$ cat config.mk
export PLATFORM = sky130hd
export DESIGN_NAME = kmuf_cell_check
export DESIGN_NICKNAME = d
export VERILOG_FILES = /design/src/hdl/kmuf_pkg.sv /design/src/hdl/kmuf_cell_check.sv
export SDC_FILE = /design/constraint.sdc
export NUM_CORES = 1
export LEC_CHECK = 0
export BUFFER_PORTS_ARGS = -buffer_cell sky130_fd_sc_hd__buf_2
export CAP_MARGIN = 20
export CORE_ASPECT_RATIO = 0.6
export CORE_UTILIZATION = 53
export DETAILED_ROUTE_END_ITERATION = 10
export MAX_ROUTING_LAYER = met4
export PLACE_DENSITY = 0.81
export SYNTH_ARGS = -nofsm -noshare
export SYNTH_HDL_FRONTEND = slang
export SYNTH_SLANG_ARGS = --single-unit
$ cat constraint.sdc
create_clock -name vclk -period 6.42
set_clock_uncertainty 0.2 [all_clocks]
set_input_delay 0.642 -clock vclk [all_inputs]
set_output_delay 0.642 -clock vclk [all_outputs]
set_load 0.05 [all_outputs]
$ cat src/hdl/kmuf_pkg.sv
`timescale 1ns / 1ps
`default_nettype none

package kmuf_pkg;

    // Configuration register indexes.
    localparam int CFG_INDEX_W = 2;
    localparam int CFG_DATA_W  = 7;
    localparam logic [CFG_INDEX_W-1:0] REG_GRID_ROWS = 2'd0;
    localparam logic [CFG_INDEX_W-1:0] REG_GRID_COLS = 2'd1;

    // Reset geometry.
    localparam logic [CFG_DATA_W-1:0] GRID_RESET = 7'd64;

    // Fixed widths of the coordinate fields and of the working coordinates.
    localparam int WALL_W  = 6;
    localparam int COORD_W = 9;

    // Distance from an open cell to the far border, in cells.
    localparam logic [COORD_W-1:0] BORDER_SPAN = 9'd2;

    // Result codes.
    typedef enum logic [1:0] {
        OUTCOME_REJECT = 2'd0,
        OUTCOME_SAME   = 2'd1,
        OUTCOME_JOINED = 2'd2
    } outcome_t;

    typedef struct packed {
        outcome_t outcome;
        logic     carved;
    } result_t;

endpackage

`default_nettype wire

$ cat src/hdl/kmuf_cell_check.sv
`timescale 1ns / 1ps
`default_nettype none

module kmuf_cell_check #(
    parameter int MAX_ROWS = 64,
    parameter int MAX_COLS = 64,
    parameter int CW       = 12
) (
    input  wire logic [kmuf_pkg::WALL_W-1:0]     wall_row,
    input  wire logic [kmuf_pkg::WALL_W-1:0]     wall_col,
    input  wire logic                            test_vertical,
    input  wire logic [kmuf_pkg::CFG_DATA_W-1:0] grid_rows,
    input  wire logic [kmuf_pkg::CFG_DATA_W-1:0] grid_cols,
    output logic                                 both_open,
    output logic      [CW-1:0]                   cell_a,
    output logic      [CW-1:0]                   cell_b
);

    import kmuf_pkg::*;

    logic [COORD_W-1:0] lim_rows;
    logic [COORD_W-1:0] lim_cols;
    logic [COORD_W-1:0] row_ext;
    logic [COORD_W-1:0] col_ext;
    logic [COORD_W-1:0] r1;
    logic [COORD_W-1:0] c1;
    logic [COORD_W-1:0] r2;
    logic [COORD_W-1:0] c2;
    logic               underflow;

    // An open coordinate is odd and leaves room for the far border.
    function automatic logic coord_ok(input logic [COORD_W-1:0] v,
                                      input logic [COORD_W-1:0] lim);
        return v[0] && ((v + BORDER_SPAN) <= lim);
    endfunction

    // Geometry in use, clamped to the table size.
    always_comb
    begin
        lim_rows = {2'b00, grid_rows};
        if (lim_rows > COORD_W'(MAX_ROWS))
        begin
            lim_rows = COORD_W'(MAX_ROWS);
        end
        lim_cols = {2'b00, grid_cols};
        if (lim_cols > COORD_W'(MAX_COLS))
        begin
            lim_cols = COORD_W'(MAX_COLS);
        end
    end

    // The two neighbors of the wall; the second one sits before the wall.
    always_comb
    begin
        row_ext = {3'b000, wall_row};
        col_ext = {3'b000, wall_col};
        if (test_vertical)
        begin
            r1        = row_ext + 9'd1;
            c1        = col_ext;
            r2        = row_ext - 9'd1;
            c2        = col_ext;
            underflow = (wall_row == '0);
        end
        else
        begin
            r1        = row_ext;
            c1        = col_ext + 9'd1;
            r2        = row_ext;
            c2        = col_ext - 9'd1;
            underflow = (wall_col == '0);
        end
    end

    assign both_open = !underflow
                       && coord_ok(r1, lim_rows) && coord_ok(c1, lim_cols)
                       && coord_ok(r2, lim_rows) && coord_ok(c2, lim_cols);

    // Row-major cell index; only meaningful when both cells are open.
    assign cell_a = CW'(32'(r1) * MAX_COLS + 32'(c1));
    assign cell_b = CW'(32'(r2) * MAX_COLS + 32'(c2));

endmodule

`default_nettype wire

==> results.md <==
- Gr busiest metal: met1
- Starting Density: 58.5%
- Final worst-path cycle share: 70.8%
- CP arrival: 3.70 ns
- Max stage delay on crit path: between 0.3 and 0.4 ns
- Setup TNS: 0 ns
- Placed Instances: between 300 and 400
- Largest net degree at the start of global routing: 22
- Share of layout cells above drive strength 1: between 20% and 30%
- Pleak: about 1.0 nW
- Crit path max-delay family: simple AND/OR/NAND/NOR gates
- Die ar.: 3560 um2
- Antenna violations before repair: 0
- Top cell type's share of synthesized area: approximately 28%
- Worst vdd ir: 47.1 uV
- Ys Warns: 0
- GPL Wtd Cong: 0.860
- Post-route cell area: ~2000 um2
- Register area: 0 um2
- CP endpoint kind: output pin
- Routed length per instance: 14.1 um
- Unique masters post-synth: 43
- Pre-antenna DRT Iters: 5
- Most frequent cells in the layout: buf_2 (52), ha_1 (40), nand2_1 (27)
- Post-route DRC: 0
- Syn avg cell area: 7.32 um2
- GR Layer Usage met3: 0.198%
- Min Hold Slack: 1.58 ns
- GRT met2 Usage: 37.1%
- Gates resized, CTS repair: 0
- CP Launch Type: input port
- Slew at the pin closest to its max-slew limit: between 0.6 and 0.7 ns
- Area leader, netlist: ha_1
- Crit path cell chain: buf_2, inv_1, ha_1, nor4b_2, xor2_1, nor4b_4, nand2_1, xnor2_1, ha_1, a211oi_1, o21ai_0, a21oi_1, o22ai_1, nor4_2, buf_2
- Pins Over Slew Limit: 0
- Vias: 1,831
- Cell Area, Synth: approximately 1800 um2
- Max Freq: 0.220 GHz
- Total GRT Usage: 26.5%
- Post-Route WL: 4.59 mm
- Buf/Inv on CP: 3
- RSZ-0062 raised after global routing: false
- Worst hold path class: in -> out
- Logic depth of the worst path, buffers included: 15
- Synth area leaders: ha_1 (28%), xnor2_1 (9.5%), nand2_1 (5.8%)
- Syn nets: 308
- Worst Setup Slack, final: 1.87 ns
- Vias in the first global route: roughly 1,500
- Met1 usage: 42.9%
- Critical path peak fanout: 6
- Sequential area share after synthesis: 0%
- Syn Inst Count: 240
- Fin nets: ~350
- I/O Buffers: 52
- Worst setup path endpoint: both_open
- Die Wd: 76.4 um
- Vias per cell: around 5.6
- Seq Cell Count: 0
- Post-layout util: 67.1%
- Relative slew slack: 59.5%
- Outcome: finished, final reports clean
- Core footprint: 3000 um2
- Total grt overflow: 0
- Post-CTS setup buffer count: 0
- Initial DRC count: 96
- CP Class: in -> out
- Fin. Hold Viols: 0
- Post-DP HPWL: 3.93 mm
- Crit path max-delay cell type: xor2_1
- Final antenna diode count: 0
- Post-layout min period: 4.55 ns
- Dpl cell area: ~2000 um2
- Overall power: 0.219 mW
- Most common cell after layout, fill and taps aside: buf_2
- Max cap viols: 0
- CP required: between 5 and 6 ns
- Pwr/cell area: 109 nW/um2
- Crit path from: wall_col[0]
- Hold-fix buffers, CTS: 0
- Pre-CTS setup slack: 1.93 ns
- ANT nets after route: 0
- First-pass GRT wire length: 7.18 mm
- Layout clock buffers: 0
- Placement row count: 15
- Fin cells: around 330
- # IOs: 52
- Die Height: 46.6 um
- Setup violations, final: 0
- Synth-to-Final Area Change: 14.7%
power breakdown:
part	internal [mW]	leakage [nW]	switching [mW]	total, mW
clock network	0	0	0	0
logic	0.0754	1.03	0.143	0.219
registers	0	0	0	0
total	0.0754	1.03	0.143	0.219
per-layer routing:
metal,vias to the layer above,share of wire (%)
li1,951,-
met1,803,57
met2,73,37
met3,4,6.1
met4,0,0.22
met5,-,0
logic make-up (layout without fill, tap and decap cells):
logic type / count (synthesis) / in the layout / share of synthesized area [%]
AO/OA/AOI/OAI: 52 / 52 / 19.4
XOR/XNOR: 31 / 31 / 15.9
adder cells (fa/ha/maj): 41 / 41 / 29.6
buffers and inverters: 32 / 75 / 8.04
multiplexers: 1 / 1 / 0.569
AND/OR/NAND/NOR: 83 / 83 / 26.5
cells in the mapped netlist, types with 3 or more instances:
cell / instances
o21a_1: 4
nand4_1: 6
clkbuf_1: 4
nor2b_1: 5
xor2_1: 11
a21oi_1: 11
nor3_1: 4
a31oi_1: 3
xnor2_1: 19
o22ai_1: 5
nand2_1: 27
ha_1: 40
o21ai_0: 8
nand3_1: 10
inv_1: 23
nor2_1: 13
a211oi_1: 5
nor4_1: 3
a21o_1: 8
area by class of cell:
type | count | area (um2)
timing repair buffer | 52 | 260
multi-input combinational | 208 | 1620
inverter | 23 | 86.3
fill | 288 | 987
tap | 42 | 52.6
how the worst min path moves through the flow:
stage	start	slack, ns	cells after the start	endpoint
floorplan	wall_col[5]	1.29	1	cell_b[5]
global placement	wall_col[5]	1.58	3	cell_b[5]
detailed placement	wall_col[5]	1.58	3	cell_b[5]
CTS	wall_col[5]	1.58	3	cell_b[5]
global route	wall_col[5]	1.59	3	cell_b[5]
finish	wall_col[5]	1.58	3	cell_b[5]
(Power assumes the default switching activity.)
