==> src/hdl/kmuf_pkg.sv <==
`timescale 1ns / 1ps
`default_nettype none

package kmuf_pkg;

    // Configuration register indexes.
    localparam int CFG_INDEX_W = 2;
    localparam int CFG_DATA_W  = 7;
    localparam logic [CFG_INDEX_W-1:0] REG_GRID_ROWS = 2'd0;
    localparam logic [CFG_INDEX_W-1:0] REG_GRID_COLS = 2'd1;

    // Reset geometry.
    localparam logic [CFG_DATA_W-1:0] GRID_RESET = 7'd64;

    // Fixed widths of the coordinate fields and of the working coordinates.
    localparam int WALL_W  = 6;
    localparam int COORD_W = 9;

    // Distance from an open cell to the far border, in cells.
    localparam logic [COORD_W-1:0] BORDER_SPAN = 9'd2;

    // Result codes.
    typedef enum logic [1:0] {
        OUTCOME_REJECT = 2'd0,
        OUTCOME_SAME   = 2'd1,
        OUTCOME_JOINED = 2'd2
    } outcome_t;

    typedef struct packed {
        outcome_t outcome;
        logic     carved;
    } result_t;

endpackage

`default_nettype wire

==> src/hdl/kmuf_find_ctrl.sv <==
`timescale 1ns / 1ps
`default_nettype none

module kmuf_find_ctrl #(
    parameter int DEPTH = 4096,
    parameter int CW    = 12
) (
    input  wire logic           clk,
    input  wire logic           rst_n,
    input  wire logic           in_valid,
    output logic                in_stall,
    input  wire logic           both_open,
    input  wire logic [CW-1:0]  cell_a,
    input  wire logic [CW-1:0]  cell_b,
    output logic                rd_en,
    output logic      [CW-1:0]  rd_addr,
    input  wire logic [CW:0]    rd_data,
    output logic                wr_en,
    output logic      [CW-1:0]  wr_addr,
    output logic      [CW:0]    wr_data,
    output logic                out_valid,
    input  wire logic           out_stall,
    output kmuf_pkg::result_t   result
);

    import kmuf_pkg::*;

    typedef enum logic [2:0] {
        ST_CLEAR,
        ST_IDLE,
        ST_WALK_A,
        ST_WALK_B,
        ST_EMIT
    } state_t;

    state_t          state_reg;
    logic [CW-1:0]   clear_idx_reg;
    logic [CW-1:0]   cur_reg;
    logic [CW-1:0]   cell_b_reg;
    logic [CW-1:0]   root_a_reg;
    result_t         pend_reg;
    logic            out_valid_reg;
    result_t         out_res_reg;

    logic            accept;
    logic            has_up;
    logic [CW-1:0]   link;
    logic            out_free;

    assign in_stall = (state_reg != ST_IDLE);
    assign accept   = in_valid && (state_reg == ST_IDLE);
    assign has_up   = rd_data[CW];
    assign link     = rd_data[CW-1:0];
    assign out_free = !out_valid_reg || !out_stall;

    // Parent table read: the entry for the next step of the current walk.
    always_comb
    begin
        rd_en   = 1'b0;
        rd_addr = cur_reg;
        case (state_reg)
            ST_IDLE:
            begin
                rd_en   = accept && both_open;
                rd_addr = cell_a;
            end
            ST_WALK_A:
            begin
                rd_en   = 1'b1;
                rd_addr = has_up ? link : cell_b_reg;
            end
            ST_WALK_B:
            begin
                rd_en   = has_up;
                rd_addr = link;
            end
            default:
            begin
                rd_en   = 1'b0;
                rd_addr = cur_reg;
            end
        endcase
    end

    // Parent table write: the clearing pass, or linking the first root.
    always_comb
    begin
        wr_en   = 1'b0;
        wr_addr = root_a_reg;
        wr_data = {1'b1, cur_reg};
        case (state_reg)
            ST_CLEAR:
            begin
                wr_en   = 1'b1;
                wr_addr = clear_idx_reg;
                wr_data = '0;
            end
            ST_WALK_B:
            begin
                wr_en   = !has_up && (root_a_reg != cur_reg);
                wr_addr = root_a_reg;
                wr_data = {1'b1, cur_reg};
            end
            default:
            begin
                wr_en   = 1'b0;
            end
        endcase
    end

    // Sequencer and output register.
    always_ff @(posedge clk or negedge rst_n)
    begin
        if (!rst_n)
        begin
            state_reg     <= ST_CLEAR;
            clear_idx_reg <= '0;
            out_valid_reg <= 1'b0;
            cur_reg       <= '0;
            cell_b_reg    <= '0;
            root_a_reg    <= '0;
            pend_reg      <= '{outcome: OUTCOME_REJECT, carved: 1'b0};
            out_res_reg   <= '{outcome: OUTCOME_REJECT, carved: 1'b0};
        end
        else
        begin
            // A waiting result fills the output register; otherwise the
            // downstream transfer frees it.
            if (state_reg == ST_EMIT && out_free)
            begin
                out_valid_reg <= 1'b1;
            end
            else if (out_valid_reg && !out_stall)
            begin
                out_valid_reg <= 1'b0;
            end

            case (state_reg)
                ST_CLEAR:
                begin
                    clear_idx_reg <= clear_idx_reg + 1'b1;
                    if (clear_idx_reg == CW'(DEPTH - 1))
                    begin
                        state_reg <= ST_IDLE;
                    end
                end
                ST_IDLE:
                begin
                    if (accept)
                    begin
                        cur_reg    <= cell_a;
                        cell_b_reg <= cell_b;
                        if (both_open)
                        begin
                            state_reg <= ST_WALK_A;
                        end
                        else
                        begin
                            pend_reg  <= '{outcome: OUTCOME_REJECT, carved: 1'b0};
                            state_reg <= ST_EMIT;
                        end
                    end
                end
                ST_WALK_A:
                begin
                    if (has_up)
                    begin
                        cur_reg <= link;
                    end
                    else
                    begin
                        root_a_reg <= cur_reg;
                        cur_reg    <= cell_b_reg;
                        state_reg  <= ST_WALK_B;
                    end
                end
                ST_WALK_B:
                begin
                    if (has_up)
                    begin
                        cur_reg <= link;
                    end
                    else
                    begin
                        if (root_a_reg == cur_reg)
                        begin
                            pend_reg <= '{outcome: OUTCOME_SAME, carved: 1'b0};
                        end
                        else
                        begin
                            pend_reg <= '{outcome: OUTCOME_JOINED, carved: 1'b1};
                        end
                        state_reg <= ST_EMIT;
                    end
                end
                ST_EMIT:
                begin
                    if (out_free)
                    begin
                        out_res_reg   <= pend_reg;
                        state_reg     <= ST_IDLE;
                    end
                end
                default:
                begin
                    state_reg <= ST_IDLE;
                end
            endcase
        end
    end

    assign out_valid = out_valid_reg;
    assign result    = out_res_reg;

endmodule

`default_nettype wire

==> config.mk <==
export PLATFORM = sky130hd
export DESIGN_NAME = kmuf_find_ctrl
export DESIGN_NICKNAME = d
export VERILOG_FILES = /design/src/hdl/kmuf_pkg.sv /design/src/hdl/kmuf_find_ctrl.sv
export SDC_FILE = /design/constraint.sdc
export NUM_CORES = 1
export LEC_CHECK = 0
export ABC_AREA = 0
export BUFFER_PORTS_ARGS = -buffer_cell sky130_fd_sc_hd__buf_2
export CORE_MARGIN = 2
export CORE_UTILIZATION = 53
export CTS_BUF_LIST = sky130_fd_sc_hd__clkbuf_16
export CTS_CLUSTER_DIAMETER = 120
export DETAILED_ROUTE_END_ITERATION = 6
export HOLD_SLACK_MARGIN = 0.1
export PLACE_DENSITY = 0.8
export REMOVE_ABC_BUFFERS = 1
export SETUP_SLACK_MARGIN = 0.02
export SYNTH_ARGS = -nofsm -noshare
export SYNTH_HDL_FRONTEND = slang
export SYNTH_SLANG_ARGS = --single-unit
==> constraint.sdc <==
create_clock -name clk -period 2.1 [get_ports clk]
set_clock_uncertainty 0.2 [all_clocks]
set_input_delay 0.105 -clock clk [delete_from_list [all_inputs] [get_ports clk]]
set_output_delay 0.105 -clock clk [all_outputs]
set_load 0.05 [all_outputs]
==> flow_metrics.env <==
export IMPL_status="complete, but fails checks"
export IMPL_failed_checks="setup timing"
export IMPL_crit_arrival_ns=1.95
export IMPL_drt_pass1_iter_count=5
export IMPL_clk_path_buf_depth=2
export IMPL_synth_top_cells_by_area="dfrtp_1 (43%), mux2_2 (11%), nand2_1 (5.1%)"
export IMPL_die_y_um=82.4
export IMPL_yosys_warnings=0
export IMPL_ys_ff_latch=56
export IMPL_worstSetupPathType="reg2out"
export IMPL_synth_flop_cell="dfrtp_1"
export IMPL_cp_required_ns=1.79
export IMPL_drc_errors=0
export IMPL_area_growth_pct=50.1
export IMPL_ys_async_sr_fraction_pct=100
export IMPL_maxCapViolations=0
export IMPL_initial_core_util_pct=55.0
export IMPL_drt_total_wl_um=11600
export IMPL_drive_gt1_share_pct=41.3
export IMPL_final_util_pct=82.6
export IMPL_insertion_delay_ns=0.29
export IMPL_fin_ws_ns=-0.151
export IMPL_fin_crit_sh_pct=107
export IMPL_num_rows=28
export IMPL_gr_usage_all_layers_pct=29.7
export IMPL_globalplace_congestion=0.880
export IMPL_avgSynthCellArea_um2=9.75
export IMPL_viasPerCell=6.09
export IMPL_ant_nets=0
export IMPL_nets=531
export IMPL_grt_overflow_total=0
export IMPL_die_area_um2=6790
export IMPL_fmax_mhz=444
export IMPL_wl_per_cell_um=20.6
export IMPL_die_x_um=82.4
export IMPL_postSynthCellCount=334
export IMPL_seq_area_frac_synth_pct=43.0
export IMPL_htree_levels=2
export IMPL_end_kind="primary output"
export IMPL_vias=3437
export IMPL_grt_pass1_vias=3066
export IMPL_slew_headroom_pct=61.3
export IMPL_cp_max_fo=7
export IMPL_cts_sinks=56
export IMPL_synth_top_area_cell="dfrtp_1"
export IMPL_numCtsBuffers=5
export IMPL_synth_area_um2=3260
export IMPL_ios=86
export IMPL_hold_violations=0
export IMPL_core_area_um2=5920
export IMPL_diodes=0
export IMPL_drt_iter0_markers=370
export IMPL_dp_final_hpwl_um=5630
export IMPL_tightest_slew_ns=0.574
export IMPL_ys_types=41
export IMPL_hold_class="in2async"
export IMPL_grt_max_degree=57
export IMPL_synthDominantCellAreaShare_pct=43.0
export IMPL_yosysMostFrequentCell="dfrtp_1"
export IMPL_setup_viol=17
export IMPL_clkSlewWorstSetupHoldPaths_ns=0.08
export IMPL_cts_root_buf="clkbuf_16"
export IMPL_synth_edff_count=0
export IMPL_finalMaxSlewViolations=0
export IMPL_antenna_found_initial=0
export IMPL_place_ws_ns=0.0742
export IMPL_port_buffers=85
export IMPL_cts_tree="yes"
export IMPL_rsz0062_at_grt="yes"
export IMPL_critPathLaunchType="flop"
export IMPL_grt_pass1_wl_um=15200
export IMPL_synth_commonest_cells="dfrtp_1 (56), nand2_1 (44), nor2_1 (38)"
export IMPL_finalCriticalPeriod_ns=2.25
[worst max-delay path, stage by stage (launching register included)]
cell and delay, ns:
dfrtp_2 0.45, nor4b_4 0.40, buf_12 0.19, buf_4 0.10, a22oi_1 0.08, a21oi_1 0.19, buf_4 0.23
[layout by cell type (no fill, tap or decap), types with 12 or more instances in the layout]
master | synthesis | layout
dfrtp_1 | 56 | 53
nor2_1 | 38 | 38
buf_4 | 4 | 60
buf_2 | 9 | 49
dlygate4sd3_1 | 0 | 40
nand2_1 | 44 | 43
a21oi_1 | 16 | 12
o21ai_0 | 15 | 14
mux2_2 | 33 | 31
xnor2_1 | 18 | 18
and2_1 | 12 | 12
[layer usage]
layer | share of wire, % | global-route usage, %
met1 | 37 | 38.8
met2 | 51 | 50.3
met3 | 8.2 | 5.33
met4 | 3.7 | 9.33
met5 | 0 | 0
[worst paths after layout]
path	start	endpoint	slack, ns	cells past startpoint
min reg2reg	clear_idx_reg[4]	clear_idx_reg[4]	0.30	1
min	rst_n	cell_b_reg[10]	0.14	3
max reg2reg	state_reg[0]	root_a_reg[9]	-0.10	7
min in group clk	rd_data[12]	state_reg[0]	0.14	4
max in group asynchronous	rst_n	state_reg[2]	1.28	3
max	state_reg[0]	rd_addr[6]	-0.15	6
[logic make-up (layout without fill, tap and decap cells)]
group | count (synthesis) | count (layout) | share of synthesized area, %
AO/OA/AOI/OAI | 63 | 63 | 12.7
XOR/XNOR | 23 | 23 | 6.19
adder cells (fa/ha/maj) | 1 | 1 | 0.384
buffers and inverters | 24 | 178 | 4.49
flip-flops | 56 | 56 | 43.0
multiplexers | 40 | 40 | 14.5
AND/OR/NAND/NOR | 127 | 128 | 18.7
[through the flow]
| stage | hold WS (ns) | area (um2) | TNS, ns | std cells |
|---|---|---|---|---|
| detailed placement | -0.0709 | 3790 | 0 | 486 |
| global placement | -0.0709 | 3790 | 0 | 486 |
| global route | 0.180 | 4890 | -2.26 | 564 |
| CTS | 0.108 | 4470 | -0.311 | 539 |
| floorplan | -0.391 | 3120 | -51.84 | 313 |
| finish | 0.140 | 4890 | -1.42 | 564 |
[timing repair]
item,CTS,global route
resized for setup,21,90
pin swaps,1,8
hold buffers,40,0
setup endpoints to repair,37,49
cloned,1,2
hold endpoints to repair,86,0
setup buffers,4,24
[layout make-up]
cell class | count | area, um2
timing repair buffer | 167 | 1370
clock buffer | 5 | 125
tap | 75 | 93.8
fill | 334 | 1030
clock inverter | 3 | 37.5
multi-input combinational | 255 | 1850
sequential | 56 | 1410
inverter | 3 | 11.3
Power is not shown: default switching activity piles up to over one toggle a cycle in this logic, so the estimate is an artifact.
